==> config.mk <==
export PLATFORM = sky130hd
export DESIGN_NAME = wsd_post
export DESIGN_NICKNAME = d
export VERILOG_FILES = /design/src/rtl/wsd_pkg.sv /design/src/rtl/wsd_post.sv
export SDC_FILE = /design/constraint.sdc
export NUM_CORES = 2
export LEC_CHECK = 0
export BUFFER_PORTS_ARGS = -buffer_cell sky130_fd_sc_hd__buf_2
export CAP_MARGIN = 20
export CORE_ASPECT_RATIO = 1.2
export CORE_MARGIN = 1
export CORE_UTILIZATION = 55
export DETAILED_ROUTE_END_ITERATION = 16
export PLACE_DENSITY = 0.8
export RECOVER_POWER = 100
export SLEW_MARGIN = 20
export SYNTH_ARGS = -nofsm -noshare
export SYNTH_HDL_FRONTEND = slang
export SYNTH_SLANG_ARGS = --single-unit
==> constraint.sdc <==
create_clock -name clk_i -period 4.65 [get_ports clk_i]
set_input_delay 0.93 -clock clk_i [delete_from_list [all_inputs] [get_ports clk_i]]
set_output_delay 0.93 -clock clk_i [all_outputs]
set_load 0.03 [all_outputs]
==> src/rtl/wsd_pkg.sv <==
// Shared constants, tables and types for the wind speed and direction pipeline.
package wsd_pkg;

  localparam int COMP_WIDTH_DEF   = 16;
  localparam int CORDIC_STEPS_DEF = 16;
  localparam int GUARD            = 16;
  localparam int ANGLE_W          = 32;
  localparam int SPEED_W          = 16;
  localparam int DIR_W            = 15;
  localparam int DEG_W            = 15;
  localparam int PROD_W           = 64;

  localparam logic [SPEED_W-1:0] SPEED_MAX    = 16'd46341;
  localparam logic [DEG_W-1:0]   DEG_UNITS    = 15'd23040;
  localparam logic [31:0]        GAIN_INV_Q32 = 32'h9B74_EDA8;
  localparam logic [ANGLE_W-1:0] ANGLE_HALF   = 32'h8000_0000;

  localparam logic [31:0] ATAN_TAB [32] = '{
    32'd536870912, 32'd316933406, 32'd167458907, 32'd85004756,
    32'd42667331,  32'd21354465,  32'd10679838,  32'd5340245,
    32'd2670163,   32'd1335087,   32'd667544,    32'd333772,
    32'd166886,    32'd83443,     32'd41722,     32'd20861,
    32'd10430,     32'd5215,      32'd2608,      32'd1304,
    32'd652,       32'd326,       32'd163,       32'd81,
    32'd41,        32'd20,        32'd10,        32'd5,
    32'd3,         32'd1,         32'd1,         32'd0
  };

  typedef struct packed {
    logic vld;
    logic ok;
    logic zero;
  } wsd_tag_t;

endpackage

==> src/rtl/wsd_post.sv <==
// Gain removal, rounding, saturation and angle scaling in two register stages.
module wsd_post #(
  parameter int DATA_W = 35
) (
  input  logic                             clk_i,
  input  logic                             rst_ni,
  input  logic                             en_i,
  input  logic signed [DATA_W-1:0]         x_i,
  input  logic [wsd_pkg::ANGLE_W-1:0]      z_i,
  input  wsd_pkg::wsd_tag_t                tag_i,
  output logic [wsd_pkg::SPEED_W-1:0]      speed_o,
  output logic [wsd_pkg::DIR_W-1:0]        direction_o,
  output logic                             speed_ok_o,
  output logic                             direction_ok_o,
  output logic                             valid_o
);
  import wsd_pkg::*;

  localparam int DPROD_W = ANGLE_W + DEG_W;

  logic [PROD_W-1:0]  mag;
  logic [PROD_W-1:0]  hi_p_d, hi_p_q;
  logic [PROD_W-1:0]  lo_p_d, lo_p_q;
  logic [DPROD_W-1:0] dir_p_d, dir_p_q;
  wsd_tag_t           tag_a_q;

  logic [PROD_W-1:0]        t_sum;
  logic [PROD_W-1:0]        t_rnd;
  logic [PROD_W-GUARD-1:0]  spd_wide;
  logic [DPROD_W:0]         dir_rnd;
  logic [DPROD_W-ANGLE_W:0] dir_wide;
  logic [SPEED_W-1:0]       speed_d, speed_q;
  logic [DIR_W-1:0]         dir_d, dir_q;
  logic                     speed_ok_d, dir_ok_d;
  logic                     speed_ok_q, dir_ok_q, vld_q;

  assign mag     = x_i[DATA_W-1] ? '0 : {{(PROD_W-DATA_W){1'b0}}, x_i};
  assign hi_p_d  = {32'd0, mag[PROD_W-1:32]} * {32'd0, GAIN_INV_Q32};
  assign lo_p_d  = {32'd0, mag[31:0]} * {32'd0, GAIN_INV_Q32};
  assign dir_p_d = DPROD_W'(z_i) * DPROD_W'(DEG_UNITS);

  always_ff @(posedge clk_i or negedge rst_ni) begin
    if (!rst_ni) begin
      tag_a_q <= '0;
    end else if (en_i) begin
      tag_a_q <= tag_i;
    end
  end

  always_ff @(posedge clk_i) begin
    if (en_i) begin
      hi_p_q  <= hi_p_d;
      lo_p_q  <= lo_p_d;
      dir_p_q <= dir_p_d;
    end
  end

  always_comb begin
    t_sum    = hi_p_q + {32'd0, lo_p_q[PROD_W-1:32]};
    t_rnd    = t_sum + (PROD_W'(1) << (GUARD - 1));
    spd_wide = t_rnd[PROD_W-1:GUARD];
    dir_rnd  = {1'b0, dir_p_q} + (DPROD_W+1)'(ANGLE_HALF);
    dir_wide = dir_rnd[DPROD_W:ANGLE_W];

    speed_ok_d = tag_a_q.ok;
    dir_ok_d   = tag_a_q.ok & ~tag_a_q.zero;

    if (!tag_a_q.ok || tag_a_q.zero) begin
      speed_d = '0;
    end else if (spd_wide > (PROD_W-GUARD)'(SPEED_MAX)) begin
      speed_d = SPEED_MAX;
    end else begin
      speed_d = spd_wide[SPEED_W-1:0];
    end

    if (!dir_ok_d || (dir_wide >= (DPROD_W-ANGLE_W+1)'(DEG_UNITS))) begin
      dir_d = '0;
    end else begin
      dir_d = dir_wide[DIR_W-1:0];
    end
  end

  always_ff @(posedge clk_i or negedge rst_ni) begin
    if (!rst_ni) begin
      vld_q      <= 1'b0;
      speed_ok_q <= 1'b0;
      dir_ok_q   <= 1'b0;
    end else if (en_i) begin
      vld_q      <= tag_a_q.vld;
      speed_ok_q <= speed_ok_d;
      dir_ok_q   <= dir_ok_d;
    end
  end

  always_ff @(posedge clk_i) begin
    if (en_i) begin
      speed_q <= speed_d;
      dir_q   <= dir_d;
    end
  end

  assign speed_o        = speed_q;
  assign direction_o    = dir_q;
  assign speed_ok_o     = speed_ok_q;
  assign direction_ok_o = dir_ok_q;
  assign valid_o        = vld_q;

endmodule

# ---- After elaboration in Yosys (flattened, before gate mapping)
# Cells that the tools add are included.
dict set report totals {
  input_bits 73
  reg_bits 197
  output_inout_bits 34
}
dict set report classes {
  n_mul 3
  add_sub_neg 3
  order_cmp 2
  muxes 2
  reduce_logical 5
  n_bitwise 2
}
# operator count
set op_table {}
lappend op_table {{$add A64 B16 Y64 const B} 1}
lappend op_table {{$add A64 B32 Y64} 1}
lappend op_table {{$mul A32 B29 Y61 const B} 1}
lappend op_table {{$add A47 B32 Y48 const B} 1}
lappend op_table {{$gt A48 B16 Y1 const B} 1}
lappend op_table {{$mul A32 B6 Y38 const B} 1}
lappend op_table {{$mux W34} 1}
lappend op_table {{$mul A2 B29 Y31 const B} 1}
lappend op_table {{$ge A16 B15 Y1 const B} 1}
lappend op_table {{$mux W16} 1}
lappend op_table {{$logic_not A1 Y1} 2}
lappend op_table {{$logic_or A1 B1 Y1} 2}
lappend op_table {{$reduce_or A2 Y1} 1}
lappend op_table {{$and A1 B1 Y1} 1}
lappend op_table {{$not A1 Y1} 1}

# ---- Longest topological paths before layout
dict set report logic_depth {
  depth_word 4
  ltp_mapped 29
}

# ---- Worst setup path before layout
# No wires, ideal clock.
dict set report synth_path {
  kind {input to register}
  start {in x_i[34]}
  end {reg lo_p_q[54] (data pin)}
  t_required_ns 4.392
  setup_time_ns 0.258
  stages 28
  arrival_ns 8.534
  setup_slack_ns -4.142
  n_path_buf 2
  path_cell_list {clkbuf_1 > clkbuf_1 > nor2b_1 > inv_1 > fa_1 > fa_1 > inv_1 > fa_1 > inv_1 > fa_1 > inv_1 > fa_1 > fa_1 > fa_1 > inv_1 > fa_1 > inv_1 > ha_1 > nand4_1 > nor3_1 > o2111ai_1 > o21ai_0 > a211oi_1 > o311ai_0 > a21oi_1 > o2111ai_1 > a21oi_1 > xnor2_1}
}
dict set report synth_between {
  elab_chain_cells 2
}
# element line
set synth_rtl {}
lappend synth_rtl {{start, declared} wsd_post.sv:8} ;# input logic signed [DATA_W-1:0] x_i,
lappend synth_rtl {{$mux W34} wsd_post.sv:37} ;# assign mag = x_i[DATA_W-1] ? '0 : {{(PROD_W-DATA_W){1'b0}}, x_i};
lappend synth_rtl {{$mul A32 B29 Y61} wsd_post.sv:39} ;# assign lo_p_d = {32'd0, mag[31:0]} * {32'd0, GAIN_INV_Q32};
lappend synth_rtl {{via lo_p_d[54]} wsd_post.sv:23} ;# logic [PROD_W-1:0] lo_p_d, lo_p_q;
lappend synth_rtl {{end signal, assigned} wsd_post.sv:53} ;# lo_p_q <= lo_p_d;
lappend synth_rtl {{end, declared} wsd_post.sv:23}
# The timed path passes the listed nets, and every way through them passes these cells.
# A chain may end at the register's enable or synchronous reset.

# ---- Worst setup path after layout
dict set report layout_path {
  start {in x_i[34]}
  end {reg lo_p_q[58] (data pin)}
}
# The elaborated chain is that of the path after synthesis.

==> metrics.cfg <==
[yosys]
ys_seq_area_frac = 0.101
postSynth.asyncResetShare = 0.0674
syn_area_per_cell_um2 = 10.0
synthCells = 2611
synth_cell_types = 80
syn_area_um2 = 26200
synth_flop_cell = edfxtp_1
ys_seq_elements = 89
netlist_top_cells_area = fa_1 (39%), ha_1 (23%), inv_1 (12%)
synth_edf_count = 83
postSynthNetCount = 3673
synth_warnings = 0
synth_top_cell_by_area = fa_1
synth.top_cell.area_share = 0.388

[run_status]
status = finished, violations left
failed_checks = max-capacitance violations, max-slew violations, negative setup slack

[detailed_routing]
drt_pre_antenna_iters = 5
drtAntennaViolNets = 0
drc_errors = 0
vias_per_cell = 5.29
routedWlPerCell_um = 20.3
wl_um = 76200
first_iter_violations = 988
route.vias.total = 19867

[grt]
grt_pass1_wl_um = 118000
grt_pass1_vias = 22291
grt_overflow = 0
grt_antenna_before_repair = 1
grt_start_max_net_pins = 90
grt_use_total = 0.325

[setup_path]
cpPeakStageDelay_ns = 0.56
ff2ff_setup_slack_ns = 0.07
cpMostUsedCell = fa_1
start_kind = primary input
cp-endpoint = lo_p_q[58]$_DFFE_PP_
crit_arrival_ns = 7.96
critPathRequiredTime_ns = 4.75
cp_num_buf_inv = 10
r2r-start = hi_p_q[29]$_DFFE_PP_
cp_slowest_cell = fa_2
path_delay_family = adder cells
startpoint = x_i[34]
cp_max_fo = 7
r2r_end = speed_o[2]$_SDFFCE_PN0P_
crit_path_end_kind = register
cp_num_cells = 30
crit_type = in -> reg
reg2reg_depth = 12

[sta]
tns_ns = -86.00
finalCritPeriodShare = 1.69
min_period_ns = 7.87
drv_slew = 90
setup_viol = 32
slew_headroom = -0.433
finClkSkew_ns = 0.00675
max_freq_mhz = 127
worstMarginPinSlew_ns = 2.15
fin_ws_ns = -3.22
rsz0062_at_grt = yes
hold_viol = 0

[clocking]
clk_latency_ns = 0.35
hold_buffers = 0
clkTransAtPathRegs_ns = 0.07
clockBufferDepth = 2
cts.sinks = 89
cts_tree = built
cts.root.buffer_cell = clkbuf_16
numCtsBuffers = 9
htree_levels = 3

[final_layout]
antennaDiodeCount = 0
area.growth.synth_to_final_pct = 22.8
drive_above_1_share = 0.235
finalNetCount = 4193
final_cells = 3759

[floorplanning]
io_pins = 107
core_um2 = 47000
dieArea_um2 = 48500
initial_core_util = 0.557
dieWidth_um = 201
rows = 87
die_h_um = 241

[placed_design]
gp_congestion = 1.03
dp.cells = 3706
dp_hpwl_um = 67900
portBuffers = 106

[hold_path]
hp-class = in -> async

[run]
drv_cap = 1

==> layout make-up <==
class,count,area [um2]
clock buffers,9,225
flip-flops and latches,89,2640
well taps,623,779
fillers,3561,14800
repair buffers,531,3830
clock inverters,7,76.3
multi-input cells,1646,21400
inverters,854,3260
==> how the worst min path moves through the flow <==
stage | startpoint | end | slack, ns | cells after the start
3_5_place_dp | tag_a_q[2]$_DFFE_PN0P_ | tag_a_q[2]$_DFFE_PN0P_ | 0.50 | 1
2_1_floorplan | tag_a_q[2]$_DFFE_PN0P_ | tag_a_q[2]$_DFFE_PN0P_ | 0.47 | 1
5_1_grt | rst_ni | speed_ok_d$_DFFE_PN0P_ | 0.49 | 1
3_3_place_gp | tag_a_q[2]$_DFFE_PN0P_ | tag_a_q[2]$_DFFE_PN0P_ | 0.48 | 1
6_report | rst_ni | speed_ok_d$_DFFE_PN0P_ | 0.47 | 1
4_1_cts | rst_ni | speed_ok_d$_DFFE_PN0P_ | 0.40 | 1
==> synthesized netlist by cell type (all sizes together), types with 23 or more instances <==
master	number
xor2	25
ha	481
nand2	63
nand2b	40
xnor2	51
fa	508
a21oi	74
nor2	85
a21o	26
o21ai	44
edfxtp	83
nor2b	23
nand3	35
inv	854
==> flip-flops by register name (all words and copies together) (netlist names), 2 cells and up <==
register,count
lo_p_q,29
tag_a_q,2
speed_o,16
direction_o,15
dir_p_q,16
hi_p_q,7
==> through the flow <==
step                      instance area, um2  hold slack [ns]  setup WS, ns  utilization
after floorplan                        26800            0.475         -3.21            -
after detailed placement               30900            0.501         -3.84        0.657
after CTS                              31800            0.403         -3.02        0.675
after global placement                 30900            0.484         -3.78        0.657
after global routing                   32200            0.487         -3.45        0.684
final                                  32200            0.471         -3.22        0.684
==> cells in the final DEF (no fill, tap or decap), drive strengths merged, types with 3 or more instances in the layout <==
cell,n
a211o,4
nor2,85
nand2b,40
buf,491
clkinv,4
fa,508
and2,11
nand2,63
a211oi,13
mux2,6
nor3,20
inv,851
and3,8
a21boi,6
o2111ai,3
a21o,26
o311ai,4
o21ai,44
nand3,35
o31ai,4
o31a,6
nor4,8
o211ai,11
clkinvlp,5
nand4,10
clkbuf,49
o21a,18
xor2,25
dfrtp,6
and4,3
ha,481
or3,6
o22ai,3
nor2b,23
xnor2,51
a31oi,11
a21oi,74
or2,4
edfxtp,83
==> metal layers <==
layer	track usage	routed length (um)	vias up
li1	-	-	9103
met1	0.343	26600	9971
met2	0.628	41600	578
met3	0.0234	2180	215
met4	0.201	5810	0
met5	0	0	-
==> timing repair <==
item	4_1_cts	5_1_grt
cloned	1	0
resized for setup	96	84
pin swaps	54	76
setup endpoints to repair	30	37
hold endpoints to repair	0	0
setup buffers	20	22
==> worst reg2reg max path: stages, from the launching register on <==
cell       delay (ns)
edfxtp_1         0.54
ha_1             0.37
ha_1             0.44
a211oi_1         0.33
o21ai_0          0.23
a41oi_1          0.33
nor3_1           0.08
a2111oi_0        0.78
o21ai_0          0.20
xor2_1           0.22
nand2_1          0.13
nand2_1          0.27
o31a_2           0.43
==> kinds of logic (layout without fill, tap and decap cells) <==
kind of cell / Yosys count / count (layout) / synth area share
fa+ha+maj: 989 / 989 / 0.618
buf+inv: 876 / 1401 / 0.127
simple gates: 322 / 322 / 0.0618
compound gates: 253 / 253 / 0.0651
flops: 89 / 89 / 0.101
xor+xnor: 76 / 76 / 0.0254
mux: 6 / 6 / 0.00258
Power is left out: the tool's default activity adds up to more than one toggle a clock period on the data nets, which glitch-free logic cannot reach.
