### src/rtl/wsd_pkg.sv
// Shared constants, tables and types for the wind speed and direction pipeline.
package wsd_pkg;

  localparam int COMP_WIDTH_DEF   = 16;
  localparam int CORDIC_STEPS_DEF = 16;
  localparam int GUARD            = 16;
  localparam int ANGLE_W          = 32;
  localparam int SPEED_W          = 16;
  localparam int DIR_W            = 15;
  localparam int DEG_W            = 15;
  localparam int PROD_W           = 64;

  localparam logic [SPEED_W-1:0] SPEED_MAX    = 16'd46341;
  localparam logic [DEG_W-1:0]   DEG_UNITS    = 15'd23040;
  localparam logic [31:0]        GAIN_INV_Q32 = 32'h9B74_EDA8;
  localparam logic [ANGLE_W-1:0] ANGLE_HALF   = 32'h8000_0000;

  localparam logic [31:0] ATAN_TAB [32] = '{
    32'd536870912, 32'd316933406, 32'd167458907, 32'd85004756,
    32'd42667331,  32'd21354465,  32'd10679838,  32'd5340245,
    32'd2670163,   32'd1335087,   32'd667544,    32'd333772,
    32'd166886,    32'd83443,     32'd41722,     32'd20861,
    32'd10430,     32'd5215,      32'd2608,      32'd1304,
    32'd652,       32'd326,       32'd163,       32'd81,
    32'd41,        32'd20,        32'd10,        32'd5,
    32'd3,         32'd1,         32'd1,         32'd0
  };

  typedef struct packed {
    logic vld;
    logic ok;
    logic zero;
  } wsd_tag_t;

endpackage

### src/rtl/wsd_prep.sv
// Input register stage: sign handling and half-plane fold ahead of the CORDIC chain.
module wsd_prep #(
  parameter int COMP_WIDTH = 16,
  parameter int DATA_W     = 35
) (
  input  logic                             clk_i,
  input  logic                             rst_ni,
  input  logic                             en_i,
  input  logic                             valid_i,
  input  logic signed [COMP_WIDTH-1:0]     east_i,
  input  logic signed [COMP_WIDTH-1:0]     north_i,
  input  logic                             east_ok_i,
  input  logic                             north_ok_i,
  output logic signed [DATA_W-1:0]         x_o,
  output logic signed [DATA_W-1:0]         y_o,
  output logic [wsd_pkg::ANGLE_W-1:0]      z_o,
  output wsd_pkg::wsd_tag_t                tag_o
);
  import wsd_pkg::*;

  logic signed [DATA_W-1:0] u_ext;
  logic signed [DATA_W-1:0] v_ext;
  logic signed [DATA_W-1:0] x_d, x_q;
  logic signed [DATA_W-1:0] y_d, y_q;
  logic [ANGLE_W-1:0]       z_d, z_q;
  wsd_tag_t                 tag_d, tag_q;

  assign u_ext = {{(DATA_W-COMP_WIDTH){east_i[COMP_WIDTH-1]}}, east_i};
  assign v_ext = {{(DATA_W-COMP_WIDTH){north_i[COMP_WIDTH-1]}}, north_i};

  // fold into the right half plane: x = |v|, y = u, both negated when v is not positive
  always_comb begin
    if (!north_i[COMP_WIDTH-1] && (north_i != '0)) begin
      x_d = v_ext <<< GUARD;
      y_d = u_ext <<< GUARD;
      z_d = ANGLE_HALF;
    end else begin
      x_d = (-v_ext) <<< GUARD;
      y_d = (-u_ext) <<< GUARD;
      z_d = '0;
    end
    tag_d.vld  = valid_i;
    tag_d.ok   = east_ok_i & north_ok_i;
    tag_d.zero = (east_i == '0) && (north_i == '0);
  end

  always_ff @(posedge clk_i or negedge rst_ni) begin
    if (!rst_ni) begin
      tag_q <= '0;
    end else if (en_i) begin
      tag_q <= tag_d;
    end
  end

  always_ff @(posedge clk_i) begin
    if (en_i) begin
      x_q <= x_d;
      y_q <= y_d;
      z_q <= z_d;
    end
  end

  assign x_o   = x_q;
  assign y_o   = y_q;
  assign z_o   = z_q;
  assign tag_o = tag_q;

endmodule

### config.mk
export PLATFORM = sky130hd
export DESIGN_NAME = wsd_prep
export DESIGN_NICKNAME = d
export VERILOG_FILES = /design/src/rtl/wsd_pkg.sv /design/src/rtl/wsd_prep.sv
export SDC_FILE = /design/constraint.sdc
export NUM_CORES = 1
export LEC_CHECK = 0
export BUFFER_PORTS_ARGS = -buffer_cell sky130_fd_sc_hd__buf_2
export CAP_MARGIN = 5
export CORE_MARGIN = 5
export CORE_UTILIZATION = 41
export DETAILED_ROUTE_END_ITERATION = 12
export PLACE_DENSITY = 0.86
export SETUP_SLACK_MARGIN = 0.2
export SYNTH_ARGS = -nofsm -noshare
export SYNTH_HDL_FRONTEND = slang
export SYNTH_SLANG_ARGS = --single-unit
### constraint.sdc
create_clock -name clk_i -period 0.8 [get_ports clk_i]
set_input_delay 0.04 -clock clk_i [delete_from_list [all_inputs] [get_ports clk_i]]
set_output_delay 0.04 -clock clk_i [all_outputs]
set_load 0.005 [all_outputs]
## Word-level counts from Yosys, hierarchy flattened

Cells that the tools add are included.
Widths: inputs -> output; s select.

| word-level totals | value |
|---|---|
| register bits after elaboration | 105 |
| input port bits | 38 |
| output and inout bits | 105 |
| logic and storage cells | 18 |

| cells by class | value |
|---|---|
| add/subtract/negate cells | 2 |
| mux-type cells | 3 |
| bitwise operators | 1 |
| reductions and logical operators | 6 |

Operators by type and width:

| operator | count |
|---|---|
| $mux 35 | 2 |
| $neg 16->19 | 2 |
| $logic_not 16->1 | 2 |
| $mux 32 | 1 |
| $reduce_bool 16->1 | 1 |
| $logic_and 1x1->1 | 2 |
| $and 1x1->1 | 1 |
| $logic_not 1->1 | 1 |

## Logic depth before layout (Yosys ltp)

Gate-level depths: netlist of the first run.

| depth | value |
|---|---|
| depth after elaboration | 3 |
| mapped depth | 8 |
| mapped depth without buffers | 6 |

## Worst setup path before layout of the first run

No wires, ideal clock.

| timing path | value |
|---|---|
| path kind | input -> register |
| from | input north_i[0] |
| to | register x_q[17] (netlist: x_o[17]) (data pin) |
| setup time | 260 ps |
| data arrival time | 1216 ps |
| data required time | 540 ps |
| slack | -677 ps |
| stages on the path | 7 |
| buffers on the path | 1 |
| cells stage by stage | inv_1 -> ha_1 -> nor4b_1 -> and4_1 -> buf_6 -> nor2_2 -> mux2_4 |

| between the ends | value |
|---|---|
| word-level cells in the longest chain between the ends | 3 |
| elaborated cells between the ends (all ways) | 4 |
| those cells by class | add/sub: 1; mux: 1; reduce/logical: 2 |

Ends and longest elaborated chain:

| what | RTL line | text |
|---|---|---|
| start, declared | wsd_prep.sv:11 | `input logic signed [COMP_WIDTH-1:0] north_i,` |
| branches (longest 2 deep; another with $neg 16->19) | n/a |  |
| $mux 35 * | wsd_prep.sv:33 | `if (!north_i[COMP_WIDTH-1] && (north_i != '0)) begin` |
| net x_d[17] | wsd_prep.sv:23 | `logic signed [DATA_W-1:0] x_d, x_q;` |
| end signal, assigned | wsd_prep.sv:57 | `x_q <= x_d;` |
| end, declared | wsd_prep.sv:23 |  |

Mark *: on every way through the listed nets, which the timed path passes.
A chain may end at the register's enable or synchronous reset.

## Worst setup path in the final report of the first run

| timing path | value |
|---|---|
| from | input north_i[1] |
| to | register y_q[25] (netlist: y_o[25]) (data pin) |

| between the ends | value |
|---|---|
| word-level cells in the longest chain between the ends | 3 |

Ends and longest elaborated chain:

| what | RTL line | text |
|---|---|---|
| $reduce_bool 16->1 | wsd_prep.sv:33 |  |
| $logic_and 1x1->1 | wsd_prep.sv:33 |  |
| $mux 35 | wsd_prep.sv:33 |  |
| net y_d[25] | wsd_prep.sv:24 | `logic signed [DATA_W-1:0] y_d, y_q;` |
| end signal, assigned | wsd_prep.sv:58 | `y_q <= y_d;` |
| end, declared | wsd_prep.sv:24 |  |

The timed path passes the listed nets, and every way through them passes these cells.

==> results by group, run 1 <==
Global route
  – Vias in the first global route: 2129
  – M1 GR Usage: 16.70%
  – First-pass GRT wire length: approximately 10000 um
  – Met2 Usage GRT: 31.68%
  – Met3 capacity usage during global routing: 4.977%
  – Initial antenna violation count: 0
  – Largest net degree at the start of global routing: 20
  – Gr ovfl total: 0
  – Busiest grt layer: met2
  – Tot GR Track Use: 16.26%

CTS
  – Root Buffer: clkbuf_8
  – Clock Tree Buf Depth: 2
  – H-tree depth: 2
  – Worst skew pair latency: approximately 280 ps
  – Clock Pin Slew Worst Setup and Hold Paths: roughly 70 ps
  – CTS tree: yes
  – CTS Buf Count: 5
  – Clk sinks: 42
  – Cts hold-fix bufs: 1

Timing
  – F_max: 795.8 MHz
  – Final Hold Violating Endpoints: 2
  – Ratio of final minimum period to clock period: 157.1%
  – Setup TNS Final: -12790 ps
  – Clock skew: 0 ps
  – RSZ-0062 raised after global routing: yes
  – Crit path time final: 1257 ps
  – Final setup fails: 75
  – Final setup margin: -456.5 ps
  – Final Max Tran Viols: 0
  – WHS: -11.15 ps

Drt
  – Average wire per standard cell: 15.29 um
  – Post-route DRC: 0
  – ANT nets after route: 0
  – Via density per instance: between 4 and 5
  – DR pass1 iterations: 4
  – Vias: 2104
  – 1st-iter DRT viols: 66
  – Routed wire length: ~6900 um

Critical path
  – Worst setup path start: north_i[1]
  – Reg2reg start: tag_o[0]
  – Critical Path End Type: flip-flop
  – Crit path kind: in2reg
  – Setup crit start kind: input pin
  – Critical-path maximum fanout: 8
  – Worst Path Arrival: 1280 ps
  – WP data required: 830 ps

Logic synthesis
  – Async S/R FF share, synth: 7.143%
  – Post-Syn Instances: 223
  – Top cell type by total area after synthesis: edfxtp_1
  – Register bit total from synthesis: 42
  – Top FF cell, synth: edfxtp_1
  – Ys Warns: 0
  – Largest family of logic cells by synthesized area: buffers and inverters
  – Post-synthesis compound-gate area fraction: 9.197%
  – Sequential share of the synthesized area: 48.21%
  – Post-synthesis mux area share: 1.597%
  – Area share of the largest cell type after synthesis: 45.30%
  – Avg Inst Size Synth: 11.59 sq um
  – Dominant cells by area after synthesis: edfxtp_1, buf_4, xnor2_1, dfrtp_1, o22ai_1
  – Mapped Area: 2585 sq um
  – Most instantiated cells after synthesis: buf_4, edfxtp_1, xnor2_1
  – Adder-cell share of the synthesized area: 0.9681%
  – Area share of xor/xnor cells in the synthesized design: 9.148%
  – Unique cell type count in the Yosys netlist: 38
  – Simple-Gate Fraction of Synth Area: 9.584%
  – Post-synth EDFFs: 39
  – Count leader, synth: buf_4

Min path
  – Hold_sp: valid_i
  – Hold WC Path Type: in2reg

Layout
  – Core Util, Final: 63.33%
  – Area grow syn2layout: 52.90%
  – Ant diodes: 0
  – Layout cells sized above 1: 54.55%
  – Nets@finish: 414

Power
  – Pwr per Cell Area: ~1300 nW/um^2
  – Worst VDD drop: 868.6 uV
  – Pleak: 1.711 nW

Floorplanning
  – Cell row count: 29
  – I/O pin total: 143
  – Die height: 89.40 um
  – Die ar.: 7992 sq um
  – Initial Util: 41.42%
  – Die Width: 89.40 um
  – Core outline area: between 6000 and 7000 sq um

Placed design
  – Gp weighted congestion: between 0.7 and 0.8
  – Port Buffers: 79
  – Hpwl dp: 5166 um

Job
  – Max cap viols: 0

Outcome
  – Violated checks: hold timing, setup timing
  – Run status: finished with violations
## sequential cells by signal (all words and copies together), names as in the netlist
name	count
tag_o	3
y_o	19
z_o	1
x_o	19
## logic make-up after synthesis
group           Yosys count
simple gates             40
fa+ha+maj                 2
compound gates           32
xor+xnor                 27
buf+inv                  76
other cells               1
flops                    42
mux                       3
## final timing paths
path                             to  slack (ps)  depth (start not counted)
min                        tag_o[2]         -10                          2
max reg2reg                tag_o[0]          10                          3
max in group asynchronous  tag_o[0]         580                          2
max                         y_o[25]        -460                          9
min in group asynchronous  tag_o[1]         110                          2
min reg2reg                tag_o[2]         510                          1
## layout by cell type (no fill, tap or decap), types with 6 or more instances in the layout
cell and n:
buf_2 68, conb_1 65, buf_4 54, edfxtp_1 39
xnor2_1 25, buf_6 17, o22ai_2 8, nand2_1 8
buf_12 6
## cell type report
class / instances / area, sq um
Clock buffer: 7 / 76.32
Fill cell: 464 / 2288
Inverter: 7 / 43.79
Multi-Input combinational cell: 169 / 1365
Sequential cell: 42 / 1246
Tap cell: 77 / 96.34
Timing Repair Buffer: 149 / 1125
## per-stage QoR
stage	hold WS [ps]	instance area [sq um]	instances	setup slack, ps	power, mW
final	-11.15	3953	451	-456.5	5.276
after global routing	-24.22	3953	451	-493.9	5.532
after CTS	-20.31	3762	445	-435.8	5.211
after detailed placement	-156.0	3436	433	-898.9	3.878
after global placement	-155.4	3436	433	-944.8	3.830
after floorplan	-255.6	2973	287	-565.5	3.408
## power breakdown
group	leakage, nW	total (mW)	internal, mW	switching, mW
logic	1.25	1.31	0.676	0.632
registers	0.420	2.71	2.65	0.0544
clock network	0.0383	1.26	0.601	0.659
## per-layer routing
metal | vias up | share of wire, %
met5 | - | 0
met3 | 10 | 10
met1 | 1008 | 34
met2 | 115 | 54
met4 | 0 | 1.6
li1 | 971 | -
## critical path, cell delays in order
cell	delay [ps]
buf_12	110
inv_12	40
ha_4	130
nor4b_4	180
and4_4	300
buf_12	130
buf_12	130
o32ai_4	90
xnor2_1	130
## repair_timing
item,4_1_cts,5_1_grt
hold endpoints to repair,5,2
resized for setup,40,30
buffers inserted,3,6
gates cloned,1,0
setup endpoints to repair,80,80
pin swaps,14,11
Note: power is estimated with default switching activity, not from simulation.
==> inputs of run 2 (changes only) <==
--- a/config.mk
+++ b/config.mk
@@ -8,9 +8,9 @@
 export BUFFER_PORTS_ARGS = -buffer_cell sky130_fd_sc_hd__buf_2
 export CAP_MARGIN = 5
 export CORE_MARGIN = 5
-export CORE_UTILIZATION = 41
+export CORE_UTILIZATION = 45
 export DETAILED_ROUTE_END_ITERATION = 12
-export PLACE_DENSITY = 0.86
+export PLACE_DENSITY = 0.89
 export SETUP_SLACK_MARGIN = 0.2
 export SYNTH_ARGS = -nofsm -noshare
 export SYNTH_HDL_FRONTEND = slang
==> constraint.sdc (replaced) <==
create_clock -name clk_i -period 1.3 [get_ports clk_i]
set_input_delay 0.065 -clock clk_i [delete_from_list [all_inputs] [get_ports clk_i]]
set_output_delay 0.065 -clock clk_i [all_outputs]
set_load 0.005 [all_outputs]
==> run 2 against run 1 <==
The run now ends clean; first-iteration DRC count grew to 3.1 times the previous value; die area shrank 7.9%; cell count shrank 3.5%; via count grew 2.9%; worst hold slack gained 16 ps; power shrank 39%; largest cell class unchanged; highest routed layer unchanged.
==> results by group, run 2 (synthesis results as in run 1) <==
Critical path
  – Worst r2r path cells: 1
  – Reg2reg start: tag_o[2]
  – Worst Path Arrival: around 1300 ps
  – Flop2flop setup slack: about 560 ps
  – Critical Path End Type: flip-flop
  – Max stage delay on crit path: 370 ps
  – WP data required: between 1000 and 1500 ps
  – Worst R2R End: tag_o[2]
  – Setup crit start kind: input pin
  – CP Cell Sequence: buf_8, nor4_4, buf_4, nand4_1, o31ai_1, xnor2_1
  – Crit path kind: in2reg
  – CP max stage cell: o31ai_1
  – Critical-path maximum fanout: 3

Job
  – Max cap viols: 0

CTS
  – Root Buffer: clkbuf_8
  – CTS Buf Count: 5
  – H-tree depth: 2
  – Clock Tree Buf Depth: 2
  – Clock Pin Slew Worst Setup and Hold Paths: 80 ps
  – CTS tree: yes
  – Clk sinks: 42
  – Worst skew pair latency: between 200 and 300 ps

Power
  – Pleak: about 1.6 nW
  – Pwr per Cell Area: approximately 850 nW/um^2
  – Final total power: 3.224 mW
  – Worst VDD drop: 450.6 uV

Outcome
  – Run status: complete, no violations

Layout
  – Final-layout fill cell count: around 380
  – Commonest non-fill, non-tap cell in the layout: buf_2
  – Register area: 1246 sq um
  – Ant diodes: 0
  – Fin area: 3771 sq um
  – Nets@finish: around 400
  – Layout cells sized above 1: 51.24%
  – Commonest non-fill, non-tap cells in the layout: buf_2, conb_1, buf_4
  – Non-filler cells, final: between 400 and 500
  – Area grow syn2layout: 45.89%
  – Multi-input logic area: 1295 sq um

Drt
  – Post-route DRC: 0
  – 1st-iter DRT viols: 207
  – Via density per instance: 4.977
  – DR pass1 iterations: 4
  – Vias: around 2200
  – Routed wire length: roughly 7400 um
  – Average wire per standard cell: 17.10 um
  – ANT nets after route: 0

Timing
  – RSZ-0062 raised after global routing: yes
  – Clock skew: 0 ps
  – Final Max Tran Viols: 0
  – WHS: 5.275 ps
  – Ratio of final minimum period to clock period: 99.53%
  – Final Hold Violating Endpoints: 0
  – Final setup fails: 0
  – F_max: 772.8 MHz
  – Crit path time final: 1294 ps
  – Setup TNS Final: 0 ps

Global route
  – First-pass GRT wire length: 10480 um
  – Gr ovfl total: 0
  – Vias in the first global route: 2122
  – Largest net degree at the start of global routing: 32
  – Initial antenna violation count: 0
  – Tot GR Track Use: 18.16%

Floorplanning
  – Cell row count: 27
  – Die height: about 86 um
  – Initial Util: 46.66%
  – Core outline area: approximately 5500 sq um
  – Die Width: 85.79 um
  – I/O pin total: 143
  – Die ar.: 7360 sq um

Min path
  – Hold WC Path Type: in2reg
  – Hold Path Stages: 3
  – Hold_sp: north_ok_i
  – Worst Hold Path EP: tag_o[1]

Placed design
  – DP Area: 3346 sq um
  – Hpwl dp: 4806 um
  – Dpl cells: 420
  – Port Buffers: 79
  – Gp weighted congestion: roughly 0.8
run 2: changes by cell type in the layout (fill, tap and decap cells not counted), sizes merged:
cell	previous run	this run
buf	148	135
clkinv	0	2
clkbuf	7	6
dlygate4sd3	1	2
run 2: metrics by stage:
| step | worst slack (ps) | util (%) |
|---|---|---|
| after floorplan | -90.46 | - |
| after global placement | -328.2 | 60.39 |
| after detailed placement | -385.6 | 60.39 |
| after CTS | 80.57 | 65.94 |
| after global routing | -28.70 | 68.07 |
| final | 6.063 | 68.07 |
run 2: layer usage:
metal  GRT usage, %  up-vias  part of all wire (%)
li1               -      951                     -
met1          21.63     1015                    36
met2          32.42      174                    50
met3          3.650       25                    10
met4          6.331        0                   3.5
met5              0        -                     0
run 2: worst max-delay path by stage:
| stage | start | to | slack, ps | cells after the start |
|---|---|---|---|---|
| final | north_i[5] | x_o[28] | 6 | 6 |
| after global routing | north_i[5] | x_o[30] | -30 | 6 |
| after CTS | north_i[1] | x_o[25] | 80 | 9 |
| after detailed placement | north_i[1] | x_o[25] | -390 | 8 |
| after global placement | north_i[10] | y_o[21] | -330 | 6 |
| after floorplan | north_i[1] | x_o[17] | -90 | 7 |
run 2: layout make-up:
| cell class | instances | area share (%) |
|---|---|---|
| inverters | 7 | 1.161 |
| flip-flops and latches | 42 | 33.05 |
| clock buffers | 5 | 1.825 |
| repair buffers | 138 | 26.97 |
| clock inverters | 2 | 0.2654 |
| multi-input cells | 169 | 34.34 |
| well taps | 72 | 2.389 |
run 2: critical path, delay by kind of cell:
kind	cells	cell delay [ps]
AOI/OAI and AO/OA	1	370
xor gates and xnor gates	1	110
buffers and inverters	2	290
and+or+nand+nor	2	500
run 2: repair_timing:
| action | CTS | global route |
|---|---|---|
| hold endpoints to repair | 4 | 0 |
| gates cloned | 2 | 1 |
| pin swaps | 6 | 13 |
| setup endpoints to repair | 31 | 33 |
| hold buffers | 2 | 0 |
| buffers inserted | 2 | 1 |
| gates resized for setup | 27 | 16 |
run 2: where the power goes:
part,internal [mW],switching [mW],leakage [nW]
clock,0.361,0.444,0.0438
sequential,1.63,0.0349,0.420
combinational,0.371,0.382,1.16
