`config.mk`:
```
export PLATFORM = sky130hd
export DESIGN_NAME = wsd_cordic_stage
export DESIGN_NICKNAME = d
export VERILOG_FILES = /design/src/rtl/wsd_pkg.sv /design/src/rtl/wsd_cordic_stage.sv
export SDC_FILE = /design/constraint.sdc
export NUM_CORES = 1
export LEC_CHECK = 0
export BUFFER_PORTS_ARGS = -buffer_cell sky130_fd_sc_hd__buf_2
export CAP_MARGIN = 20
export CORE_MARGIN = 3
export CORE_UTILIZATION = 35
export CTS_CLUSTER_SIZE = 20
export DETAILED_ROUTE_END_ITERATION = 12
export GPL_TIMING_DRIVEN = 1
export PLACE_DENSITY = 0.53
export SYNTH_ARGS = -nofsm -noshare
export SYNTH_HDL_FRONTEND = slang
export SYNTH_SLANG_ARGS = --single-unit
```
`constraint.sdc`:
```
create_clock -name clk_i -period 0.9 [get_ports clk_i]
set_input_delay 0.135 -clock clk_i [delete_from_list [all_inputs] [get_ports clk_i]]
set_output_delay 0.135 -clock clk_i [all_outputs]
set_load 0.05 [all_outputs]
```
`src/rtl/wsd_pkg.sv`:
```
// Shared constants, tables and types for the wind speed and direction pipeline.
package wsd_pkg;

  localparam int COMP_WIDTH_DEF   = 16;
  localparam int CORDIC_STEPS_DEF = 16;
  localparam int GUARD            = 16;
  localparam int ANGLE_W          = 32;
  localparam int SPEED_W          = 16;
  localparam int DIR_W            = 15;
  localparam int DEG_W            = 15;
  localparam int PROD_W           = 64;

  localparam logic [SPEED_W-1:0] SPEED_MAX    = 16'd46341;
  localparam logic [DEG_W-1:0]   DEG_UNITS    = 15'd23040;
  localparam logic [31:0]        GAIN_INV_Q32 = 32'h9B74_EDA8;
  localparam logic [ANGLE_W-1:0] ANGLE_HALF   = 32'h8000_0000;

  localparam logic [31:0] ATAN_TAB [32] = '{
    32'd536870912, 32'd316933406, 32'd167458907, 32'd85004756,
    32'd42667331,  32'd21354465,  32'd10679838,  32'd5340245,
    32'd2670163,   32'd1335087,   32'd667544,    32'd333772,
    32'd166886,    32'd83443,     32'd41722,     32'd20861,
    32'd10430,     32'd5215,      32'd2608,      32'd1304,
    32'd652,       32'd326,       32'd163,       32'd81,
    32'd41,        32'd20,        32'd10,        32'd5,
    32'd3,         32'd1,         32'd1,         32'd0
  };

  typedef struct packed {
    logic vld;
    logic ok;
    logic zero;
  } wsd_tag_t;

endpackage

```
`src/rtl/wsd_cordic_stage.sv`:
```
// One registered CORDIC vectoring iteration.
module wsd_cordic_stage #(
  parameter int DATA_W = 35,
  parameter int STAGE  = 0
) (
  input  logic                             clk_i,
  input  logic                             rst_ni,
  input  logic                             en_i,
  input  logic signed [DATA_W-1:0]         x_i,
  input  logic signed [DATA_W-1:0]         y_i,
  input  logic [wsd_pkg::ANGLE_W-1:0]      z_i,
  input  wsd_pkg::wsd_tag_t                tag_i,
  output logic signed [DATA_W-1:0]         x_o,
  output logic signed [DATA_W-1:0]         y_o,
  output logic [wsd_pkg::ANGLE_W-1:0]      z_o,
  output wsd_pkg::wsd_tag_t                tag_o
);
  import wsd_pkg::*;

  localparam logic [ANGLE_W-1:0] ATAN_STEP = ATAN_TAB[STAGE];

  logic signed [DATA_W-1:0] xs, ys;
  logic signed [DATA_W-1:0] x_d, x_q;
  logic signed [DATA_W-1:0] y_d, y_q;
  logic [ANGLE_W-1:0]       z_d, z_q;
  wsd_tag_t                 tag_q;

  assign xs = x_i >>> STAGE;
  assign ys = y_i >>> STAGE;

  always_comb begin
    if (!y_i[DATA_W-1]) begin
      x_d = x_i + ys;
      y_d = y_i - xs;
      z_d = z_i + ATAN_STEP;
    end else begin
      x_d = x_i - ys;
      y_d = y_i + xs;
      z_d = z_i - ATAN_STEP;
    end
  end

  always_ff @(posedge clk_i or negedge rst_ni) begin
    if (!rst_ni) begin
      tag_q <= '0;
    end else if (en_i) begin
      tag_q <= tag_i;
    end
  end

  always_ff @(posedge clk_i) begin
    if (en_i) begin
      x_q <= x_d;
      y_q <= y_d;
      z_q <= z_d;
    end
  end

  assign x_o   = x_q;
  assign y_o   = y_q;
  assign z_o   = z_q;
  assign tag_o = tag_q;

endmodule

```
Yosys cells after proc, flatten, opt, wreduce, memory -nomap -nowiden

Index checks and enable logic that the tools add are counted.

ROM bits: 0
Memories: 0
RAM bits: 0
Bits of input ports: 108
Register bits: 105
Latch bits: 0
Output and inout port bits: 105
Word-level logic and storage cells: 14

Bitwise operators: 0
Divide/modulo/power cells: 0
Magnitude comparators: 0
Reductions and logical operators: 0
Shift operators: 0
Multipliers: 0
Mux-type cells: 3
Add/sub/neg operators: 5
Eq/ne operators: 0

Operator list:

| kind                                                                  | number |
|---|---|
| 35-bit 2-to-1 mux                                                     | 2 |
| 35-bit subtractor                                                     | 2 |
| 35-bit adder                                                          | 1 |
| 32-bit by 30-bit adder with 32-bit output, second input constant      | 1 |
| 32-bit 2-to-1 mux                                                     | 1 |
| 32-bit by 30-bit subtractor with 32-bit output, second input constant | 1 |

Logic depth before layout (Yosys ltp)

Gate-level depths: netlist of the first run.

Depth after elaboration: 2
Gate-level depth with buffers: 12
Depth with buffers taken out: 12

Least setup slack after synthesis of the first run

No wires, ideal clock.

Path type: in2reg
Start point: in x_i[0]
End point: reg x_q[30], in the netlist x_o[30], data pin
Data required time: 635 ps
Cell stages on the path: 12
Setup time: 265 ps
Data arrival time: 2345 ps
Path buffers: 0
Slack: -1710 ps
Cell sequence: inv_1 ha_1 fa_1 nor2b_1 o21ai_0 a31oi_1 a211oi_2 a211o_1 a21oi_1 nor2_2 mux2i_1 or3_1

Cells in the longest elaborated chain, start to end: 2
Elaborated cells on any way between the ends: 3
Classes of those cells: add/sub: 2; mux: 1

Ends and longest elaborated chain:

| what                                              | RTL line                                       | RTL |
|---|---|---|
| start: declaration                                | wsd_cordic_stage.sv:9                          | `input logic signed [DATA_W-1:0] x_i,` |
| 35-bit adder or 35-bit subtractor (tied branches) | wsd_cordic_stage.sv:33, wsd_cordic_stage.sv:37 |  |
| 35-bit 2-to-1 mux (*)                             | wsd_cordic_stage.sv:32                         | `if (!y_i[DATA_W-1]) begin` |
| net x_d[30]                                       | wsd_cordic_stage.sv:23                         | `logic signed [DATA_W-1:0] x_d, x_q;` |
| end signal: assignment                            | wsd_cordic_stage.sv:53                         | `x_q <= x_d;` |
| end: declaration                                  | wsd_cordic_stage.sv:23                         |  |

The timed path passes the listed nets; every way through them passes the cells marked *.
A chain may end at the register's enable or synchronous reset.

Worst setup path after layout of the first run

Same ends and word-level chain as after synthesis.

==> results.cfg, run 1 <==
[status]
violations = negative setup slack
outcome = finished with violations

[setup_path]
path_max_fanout = 4
required_ns = 1.03
worstRegToRegCells = 2
r2r_end = tag_o[2]
reg2reg_slack_ns = -0.01
critPathArrivalTime_ns = 2.54
cp-start-kind = primary input
end_kind = register
crit-reg2reg-launch = tag_o[2]
worstSetupPathType = primary input to register

[floorplan]
dieArea_sq_um = 28100
die_h_um = 168
io_pins = 213
die_x_um = 168
coreArea_sq_um = 25400
std_cell_rows = 58
start_util_pct = 36.0

[timing]
max-slew-margin-rel_pct = 67.7
rsz0062_at_grt = true
drv_slew = 0
setup_viol = 174
hold_slack_ns = 0.0904
hold_viol = 0
period_minus_slack_ns = 2.42
period_share_pct = 268
worst_pin_slew_ns = 0.480
clock_skew_ns = 0
layout_setup_ws_ns = -1.52
max_freq_mhz = 414

[clock_network]
clock-root-buffer = clkbuf_16
cts.clk_slew.worst_paths_ns = 0.09
cts_tree = built
cts.path.max_buffers = 2
insertion_delay_ns = 0.36
cts.sinks = 104
cts_made_buffers = 9
htree_levels = 3

[synthesis]
synth.distinct_cells = 78
synth_cells = 1034
yosysTopAreaCell = edfxtp_1
synth.top_cell.area_share_pct = 33.2
synth-seq-cells = 104
synth.most_common_cell = a21oi_1
synth_ff_type = edfxtp_1
yosys_warnings = 0
synthArstFlopShare_pct = 2.88
synth_edf_count = 101
avgSynthCellArea_sq_um = 8.84
synth_area_leaders = edfxtp_1 (33%), ha_1 (14%), a21oi_1 (7.3%)
synthTopCellsByCount = a21oi_1 (134), inv_1 (103), ha_1 (102), edfxtp_1 (101), nor2_1 (87)
synthesis.nets = 1248
ys_seq_area_share_pct = 34.0
syn_area_sq_um = 9140

[grt]
grt_pass1_wl_um = 56400
grt_max_degree = 43
track_usage_pct = 24.9
grt_overflow_total = 0
grt_antenna_before_repair = 0
grt_pass1_vias = 10500

[pwr]
p_comb_share_pct = 54.3
swShare_pct = 41.5
leakagePower_nw = 7.61
power_mw = 24.0
p_int_mw = 14.1
ir_worst_vdd_v = 0.00105
power-per-cell-area_nw_per_um2 = 1410
pwr-share-seq_pct = 27.4
switchingPower_mw = 9.97
power_frac_clock_pct = 18.2

[route]
vias = 10400
drc = 0
drt-total-wl_um = 36900
detail_route.iter0.violations = 900
via_per_inst = 5.15
wl_per_cell_um = 18.3
ant_nets = 0
dr.pass1.iters = 5

[place]
place.gp.congestion = 0.925
hpwl_um = 27700
dpl_worst_slack_ns = -2.08
portBuffers = 212

[min_path]
holdPathStages = 2
hold_path.class = primary input to register
hold_start = z_i[29]
hold_end = z_o[29]

[layout]
area_growth_pct = 85.9
multi_input_area_sq_um = 7020
layout-drive-gt1-share_pct = 56.4
num_antenna_cells = 0
register_area_sq_um = 3110
nets = 1893
nFillCells = 1958
post-route-util_pct = 66.9

[run]
maxCapViolCount = 0
-- critical path: stages --
cell       delay, ns
buf_8           0.10
ha_4            0.16
fa_2            0.38
and2b_2         0.24
o21ai_2         0.17
a31oi_1         0.11
buf_4           0.16
o2111ai_4       0.23
o21a_4          0.21
nor4_4          0.06
o21ai_2         0.16
a21oi_1         0.07
or3_1           0.36
-- area by class of cell --
cell class	count	share of cell area, %
Clock inverter	7	0.508
Clock buffer	9	1.32
Tap cell	330	2.43
Multi-Input combinational cell	772	41.3
Timing Repair Buffer	681	33.4
Inverter	111	2.76
Sequential cell	104	18.3
-- what timing repair did --
action	in CTS	in global routing
hold buffers	33	0
setup buffers	29	31
hold endpoints to repair	35	0
gates resized for setup	400	180
pin swaps	80	109
endpoints found under the setup margin	174	175
-- per-stage QoR --
stage / area (sq um) / cells / setup TNS, ns
global placement: 13800 / 1925 / -109.48
CTS: 16100 / 1996 / -91.47
floorplan: 9650 / 1034 / -72.99
global route: 17000 / 2014 / -104.30
detailed placement: 13800 / 1925 / -110.62
finish: 17000 / 2014 / -96.37
-- power groups by stage --
| stage | Sequential (mW) | Combinational (mW) | Clock (mW) |
|---|---|---|---|
| 2_1_floorplan | 8.91 | 3.68 | 0 |
| 3_3_place_gp | 6.51 | 10.2 | 0 |
| 3_5_place_dp | 6.52 | 10.3 | 0 |
| 4_1_cts | 6.59 | 12.0 | 4.52 |
| 5_1_grt | 6.67 | 13.8 | 4.67 |
| 6_report | 6.59 | 13.1 | 4.38 |
-- sequential cells by signal, indices dropped and copies added (netlist names) --
name   count
x_o       35
y_o       34
z_o       32
tag_o      3
-- logic make-up (layout without fill, tap and decap cells) --
kind of cell,Yosys count,after routing,synth area share (%)
fa+ha+maj,106,106,14.8
flops,104,104,34.0
simple gates,246,246,12.8
buf+inv,158,808,7.02
mux,17,17,1.90
xor+xnor,64,64,6.13
compound gates,339,339,23.3
-- worst max-delay path by stage --
stage,end,slack (ns),cells after the start,start
6_report,x_o[30],-1.52,13,x_i[0]
4_1_cts,x_o[30],-1.44,13,x_i[10]
5_1_grt,x_o[30],-1.63,13,x_i[0]
3_5_place_dp,x_o[30],-2.08,13,x_i[0]
3_3_place_gp,x_o[30],-2.06,13,x_i[0]
2_1_floorplan,x_o[30],-1.57,12,x_i[0]
-- placed cells by master, fill, tap and decap left out, types with 13 or more instances in the layout --
master	synthesis	routed
dlygate4sd3_1	0	33
o21ai_0	70	24
nand2_1	49	37
buf_6	3	156
inv_1	103	87
a21o_1	13	13
o21ai_2	2	26
nand3_1	21	15
edfxtp_1	101	101
a21oi_2	2	43
a21oi_1	134	81
ha_1	102	80
ha_4	0	18
buf_2	12	91
nor2_2	2	16
o21bai_1	27	24
o21ai_1	4	19
buf_4	3	387
nor2_1	87	61
xnor2_1	57	47
-- layer usage --
layer | share of wire [%] | track usage [%] | vias up
li1 | - | - | 4983
met1 | 44 | 33.8 | 4905
met2 | 48 | 41.8 | 416
met3 | 6.2 | 3.61 | 62
met4 | 2.4 | 6.47 | 0
met5 | 0 | 0 | -
No activity file was read; power rests on OpenSTA's default activity.
==> run 2: changes to the inputs <==
--- a/config.mk
+++ b/config.mk
@@ -7,12 +7,15 @@
 export LEC_CHECK = 0
 export BUFFER_PORTS_ARGS = -buffer_cell sky130_fd_sc_hd__buf_2
 export CAP_MARGIN = 20
+export CELL_PAD_IN_SITES_DETAIL_PLACEMENT = 1
+export CELL_PAD_IN_SITES_GLOBAL_PLACEMENT = 2
 export CORE_MARGIN = 3
-export CORE_UTILIZATION = 35
+export CORE_UTILIZATION = 33
+export CTS_BUF_LIST = sky130_fd_sc_hd__clkbuf_8 sky130_fd_sc_hd__clkbuf_16
 export CTS_CLUSTER_SIZE = 20
 export DETAILED_ROUTE_END_ITERATION = 12
 export GPL_TIMING_DRIVEN = 1
-export PLACE_DENSITY = 0.53
+export PLACE_DENSITY = 0.79
 export SYNTH_ARGS = -nofsm -noshare
 export SYNTH_HDL_FRONTEND = slang
 export SYNTH_SLANG_ARGS = --single-unit
==> run 2 against run 1 <==
The flow still finishes with violations (negative setup slack); non-clock buffer count grew 7; hold slack lost 0.053 ns; core utilization is 2.7 points lower; first-iteration DRC count rose by 10%; final area rose by 2.4%; largest power group unchanged; critical path type unchanged; sequential share of layout area shrank 0.43 points; sequential power grew 1%.
==> results.cfg, run 2 (synthesized netlist as in run 1, its figures left out) <==
[clock_network]
clock-root-buffer = clkbuf_16
cts_tree = built
cts_made_buffers = 9
htree_levels = 3
insertion_delay_ns = 0.38
cts.path.max_buffers = 2
cts.sinks = 104
cts.clk_slew.worst_paths_ns = 0.10

[layout]
register_area_sq_um = 3110
largest_reg_flops = 35
layout_commonest_cell = buf_4
nets = 1900
fin_cells = 2065
fin_area_sq_um = 17400
nFillCells = 2941
area_growth_pct = 90.4
layout_common_cells = buf_4 (377), buf_6 (173), edfxtp_1 (101)
layout-drive-gt1-share_pct = 58.4
multi_input_area_sq_um = 7240

[setup_path]
worstRegToRegCells = 2
end_kind = register
r2r_end = tag_o[2]
path_max_fanout = 4
cp-start-kind = primary input
crit_buf_inv = 4
slowest_stage = or3_1
crit_chain = buf_6 -> buf_4 -> ha_2 -> nand2_1 -> a31oi_1 -> buf_4 -> o2111ai_4 -> o21a_4 -> nor4_4 -> o21ai_1 -> buf_4 -> nor3b_1 -> or3_1
worstSetupPathType = primary input to register
critPathTopFamily = simple AND/OR/NAND/NOR gates
cpPeakStageDelay_ns = 0.35
critPathArrivalTime_ns = 2.84
crit-reg2reg-launch = tag_o[2]
path_common_cell = buf_4
reg2reg_slack_ns = -0.07
required_ns = 1.03

[place]
placed_area_sq_um = 13800
hpwl_um = 31300
dp.cells = 1955
place.gp.congestion = 0.919
portBuffers = 212

[route]
via_per_inst = 5.64
detail_route.iter0.violations = 994
drc = 0
ant_nets = 0
drt-total-wl_um = 54700
vias = 11600
dr.pass1.iters = 6
wl_per_cell_um = 26.5

[timing]
worst_pin_slew_ns = 0.675
hold_viol = 0
rsz0062_at_grt = true
period_minus_slack_ns = 2.71
max-slew-margin-rel_pct = 53.8
period_share_pct = 301
drv_slew = 0
setup_viol = 177
max_freq_mhz = 369
clock_skew_ns = 0
hold_slack_ns = 0.0370
layout_setup_ws_ns = -1.81
finalSetupTns_ns = -108.05

[floorplan]
coreArea_sq_um = 27100
io_pins = 213
die_h_um = 172
start_util_pct = 33.7
die_x_um = 172
std_cell_rows = 60
dieArea_sq_um = 29700

[pwr]
leakagePower_nw = 7.72
ir_worst_vdd_v = 0.00105
power-per-cell-area_nw_per_um2 = 1480

[status]
violations = negative setup slack
outcome = finished with violations

[grt]
grt_pass1_vias = 11900
grt_max_degree = 37
grt_pass1_wl_um = 69200
track_usage_pct = 30.2
grt_overflow_total = 0
grt_antenna_before_repair = 3

[min_path]
hold_end = tag_o[2]
hold_start = tag_i[2]
holdPathStages = 2
hold_path.class = primary input to register

[run]
maxCapViolCount = 0
==> run 2: changes by cell type in the layout (fill, tap and decap cells not counted), sizes merged <==
cell and change:
buf +8, diode +2, dlygate4sd3 -1
==> run 2: worst max path at each step <==
stage                          to   start  slack (ns)  cells past startpoint
final                     x_o[30]  x_i[3]       -1.81                     13
after CTS                 x_o[30]  x_i[0]       -1.49                     13
after global placement    x_o[30]  x_i[0]       -2.16                     13
after detailed placement  x_o[30]  x_i[0]       -2.22                     13
after floorplan           x_o[30]  x_i[0]       -1.57                     12
after global routing      x_o[30]  x_i[4]       -1.84                     14
==> run 2: routing by layer <==
metal / GRT usage, % / routed length, um / up-vias
met3: 5.56 / 3760 / 250
met1: 35.4 / 20400 / 5764
met2: 54.8 / 27200 / 638
li1: - / - / 4992
met5: 0 / 13 / -
met4: 11.1 / 3400 / 2
==> run 2: worst reg2reg max path: stages (launching register included) <==
cell and delay, ns:
dfrtp_2 0.44, buf_4 0.14, mux2_2 0.28
==> run 2: area by class of cell <==
type	instances	share of cell area (%)
inverters	111	2.70
clock buffers	9	1.29
repair buffers	688	33.3
multi-input cells	772	41.6
diodes	2	0.0288
flip-flops and latches	104	17.9
well taps	372	2.67
clock inverters	7	0.496
==> run 2: report_power, final <==
group	total [mW]	switching [mW]	internal [mW]
combinational	14.5	8.35	6.13
clock	4.61	2.57	2.05
sequential	6.67	0.433	6.24
==> run 2: repair_timing <==
action | 4_1_cts | 5_1_grt
gates resized for setup | 496 | 131
hold endpoints to repair | 34 | 0
setup endpoints to repair | 174 | 175
hold buffers | 32 | 0
setup buffers | 45 | 43
pin swaps | 132 | 102
==> run 2: per-stage QoR <==
stage | total power, mW | utilization, % | setup slack (ns)
after CTS | 23.8 | 61.3 | -1.49
after floorplan | 12.6 | - | -1.57
after global routing | 26.4 | 64.2 | -1.84
after detailed placement | 16.9 | 50.9 | -2.22
final | 25.8 | 64.2 | -1.81
after global placement | 16.7 | 50.9 | -2.16
==> run 3: changes to the inputs <==
--- a/config.mk
+++ b/config.mk
@@ -15,7 +15,8 @@
 export CTS_CLUSTER_SIZE = 20
 export DETAILED_ROUTE_END_ITERATION = 12
 export GPL_TIMING_DRIVEN = 1
-export PLACE_DENSITY = 0.79
+export PLACE_DENSITY_LB_ADDON = 0.1
+export RECOVER_POWER = 50
 export SYNTH_ARGS = -nofsm -noshare
 export SYNTH_HDL_FRONTEND = slang
 export SYNTH_SLANG_ARGS = --single-unit
==> run 3 against run 2 <==
The run ends with negative hold slack, negative setup slack left; clock skew unchanged; sequential share of layout area rose by 0.38 points; sequential power about the same; highest routed layer is now met4.
==> results.cfg, run 3 (synthesized netlist as in run 1, its figures left out) <==
[min_path]
holdPathStages = 2
hold_path.class = primary input to register
hold_end = tag_o[2]
hold_start = tag_i[2]

[setup_path]
required_ns = 1.03
reg2reg_slack_ns = -0.03
crit-reg2reg-launch = tag_o[1]
crit_chain = buf_8 -> buf_6 -> buf_4 -> ha_1 -> o211ai_2 -> nand4b_1 -> a211oi_4 -> buf_6 -> a2111oi_4 -> o41a_4 -> a211o_1 -> o21ai_2 -> xnor2_1
cp-start-kind = primary input
worstSetupPathType = primary input to register
slowest_stage = o41a_4
critPathArrivalTime_ns = 2.79
end_kind = register
worstRegToRegCells = 2
crit_buf_inv = 4
cpPeakStageDelay_ns = 0.42
critPathTopFamily = compound AO/OA/AOI/OAI gates
path_common_cell = buf_6
r2r_end = tag_o[1]
path_max_fanout = 5

[pwr]
leakagePower_nw = 7.59
power-per-cell-area_nw_per_um2 = 1450
ir_worst_vdd_v = 0.000826

[layout]
area_growth_pct = 86.4
nets = 1892
layout_common_cells = buf_4 (377), buf_6 (161), edfxtp_1 (101)
post-route-util_pct = 62.9
num_antenna_cells = 0
nFillCells = 2984
multi_input_area_sq_um = 7020
register_area_sq_um = 3110
layout_commonest_cell = buf_4
largest_reg_flops = 35
fin_cells = 2055
layout-drive-gt1-share_pct = 55.5

[timing]
setup_viol = 176
hold_viol = 1
period_share_pct = 296
layout_setup_ws_ns = -1.76
rsz0062_at_grt = true
clock_skew_ns = 0
max-slew-margin-rel_pct = 52.8
drv_slew = 0
hold_slack_ns = -0.00565
worst_pin_slew_ns = 0.707
finalSetupTns_ns = -111.10
max_freq_mhz = 376
period_minus_slack_ns = 2.66

[run]
maxCapViolCount = 0

[floorplan]
die_x_um = 172
io_pins = 213
coreArea_sq_um = 27100
dieArea_sq_um = 29700
die_h_um = 172
std_cell_rows = 60
start_util_pct = 33.7

[grt]
grt_pass1_wl_um = 65500
track_usage_pct = 28.5
grt_max_degree = 44
grt_antenna_before_repair = 0
grt_pass1_vias = 11500
grt_overflow_total = 0

[place]
hpwl_um = 30500
portBuffers = 212
place.gp.congestion = 0.889
dp.cells = 1949

[route]
dr.pass1.iters = 7
drc = 0
vias = 10800
via_per_inst = 5.26
ant_nets = 0
wl_per_cell_um = 23.1
drt-total-wl_um = 47500
detail_route.iter0.violations = 642

[status]
violations = negative hold slack, negative setup slack
outcome = finished with violations

[clock_network]
htree_levels = 3
clock-root-buffer = clkbuf_16
cts.path.max_buffers = 2
cts_tree = built
cts_made_buffers = 9
insertion_delay_ns = 0.37
cts.clk_slew.worst_paths_ns = 0.10
cts.sinks = 104
==> run 3: layout make-up <==
class	instances	share of cell area, %
multi-input cells	772	41.2
repair buffers	680	33.2
flip-flops and latches	104	18.3
inverters	111	2.77
well taps	372	2.73
clock buffers	9	1.32
clock inverters	7	0.507
==> run 3: what timing repair did <==
action | in CTS | in global routing
hold buffers | 32 | 0
endpoints found under the hold margin | 34 | 0
buffers inserted | 42 | 30
resized for setup | 431 | 138
cloned | 0 | 0
pin swaps | 119 | 96
setup endpoints to repair | 175 | 176
==> run 3: through the flow <==
stage / total power, mW / instance area [sq um] / hold WS (ns) / setup WS [ns]
3_5_place_dp: 16.8 / 13800 / -0.0655 / -2.29
3_3_place_gp: 16.6 / 13800 / -0.0671 / -2.26
5_1_grt: 25.6 / 17000 / 0.00648 / -1.82
6_report: 24.7 / 17000 / -0.00565 / -1.76
2_1_floorplan: 12.6 / 9650 / -0.161 / -1.57
4_1_cts: 23.4 / 16300 / 0.00215 / -1.58
==> run 3: routing by layer <==
metal / global-route usage (%) / routed length [um] / vias to the layer above
li1: - / - / 4983
met1: 36.1 / 19200 / 5336
met2: 50.4 / 24000 / 374
met3: 4.12 / 2540 / 117
met4: 8.33 / 1710 / 0
met5: 0 / 0 / -
==> run 3: how the worst max path moves through the flow <==
stage / cells past startpoint / end / slack [ns] / start
2_1_floorplan: 12 / x_o[30] / -1.57 / x_i[0]
3_3_place_gp: 14 / x_o[30] / -2.26 / x_i[0]
3_5_place_dp: 14 / x_o[30] / -2.29 / x_i[0]
4_1_cts: 14 / y_o[31] / -1.58 / x_i[1]
5_1_grt: 15 / y_o[27] / -1.82 / x_i[1]
6_report: 13 / x_o[25] / -1.76 / x_i[1]
==> run 3: power by group <==
part           internal, mW  switching (mW)  total [mW]  leakage, nW
logic                  5.85            7.74        13.6         6.42
registers              6.24           0.424        6.66         1.02
clock network          2.03            2.42        4.45        0.152
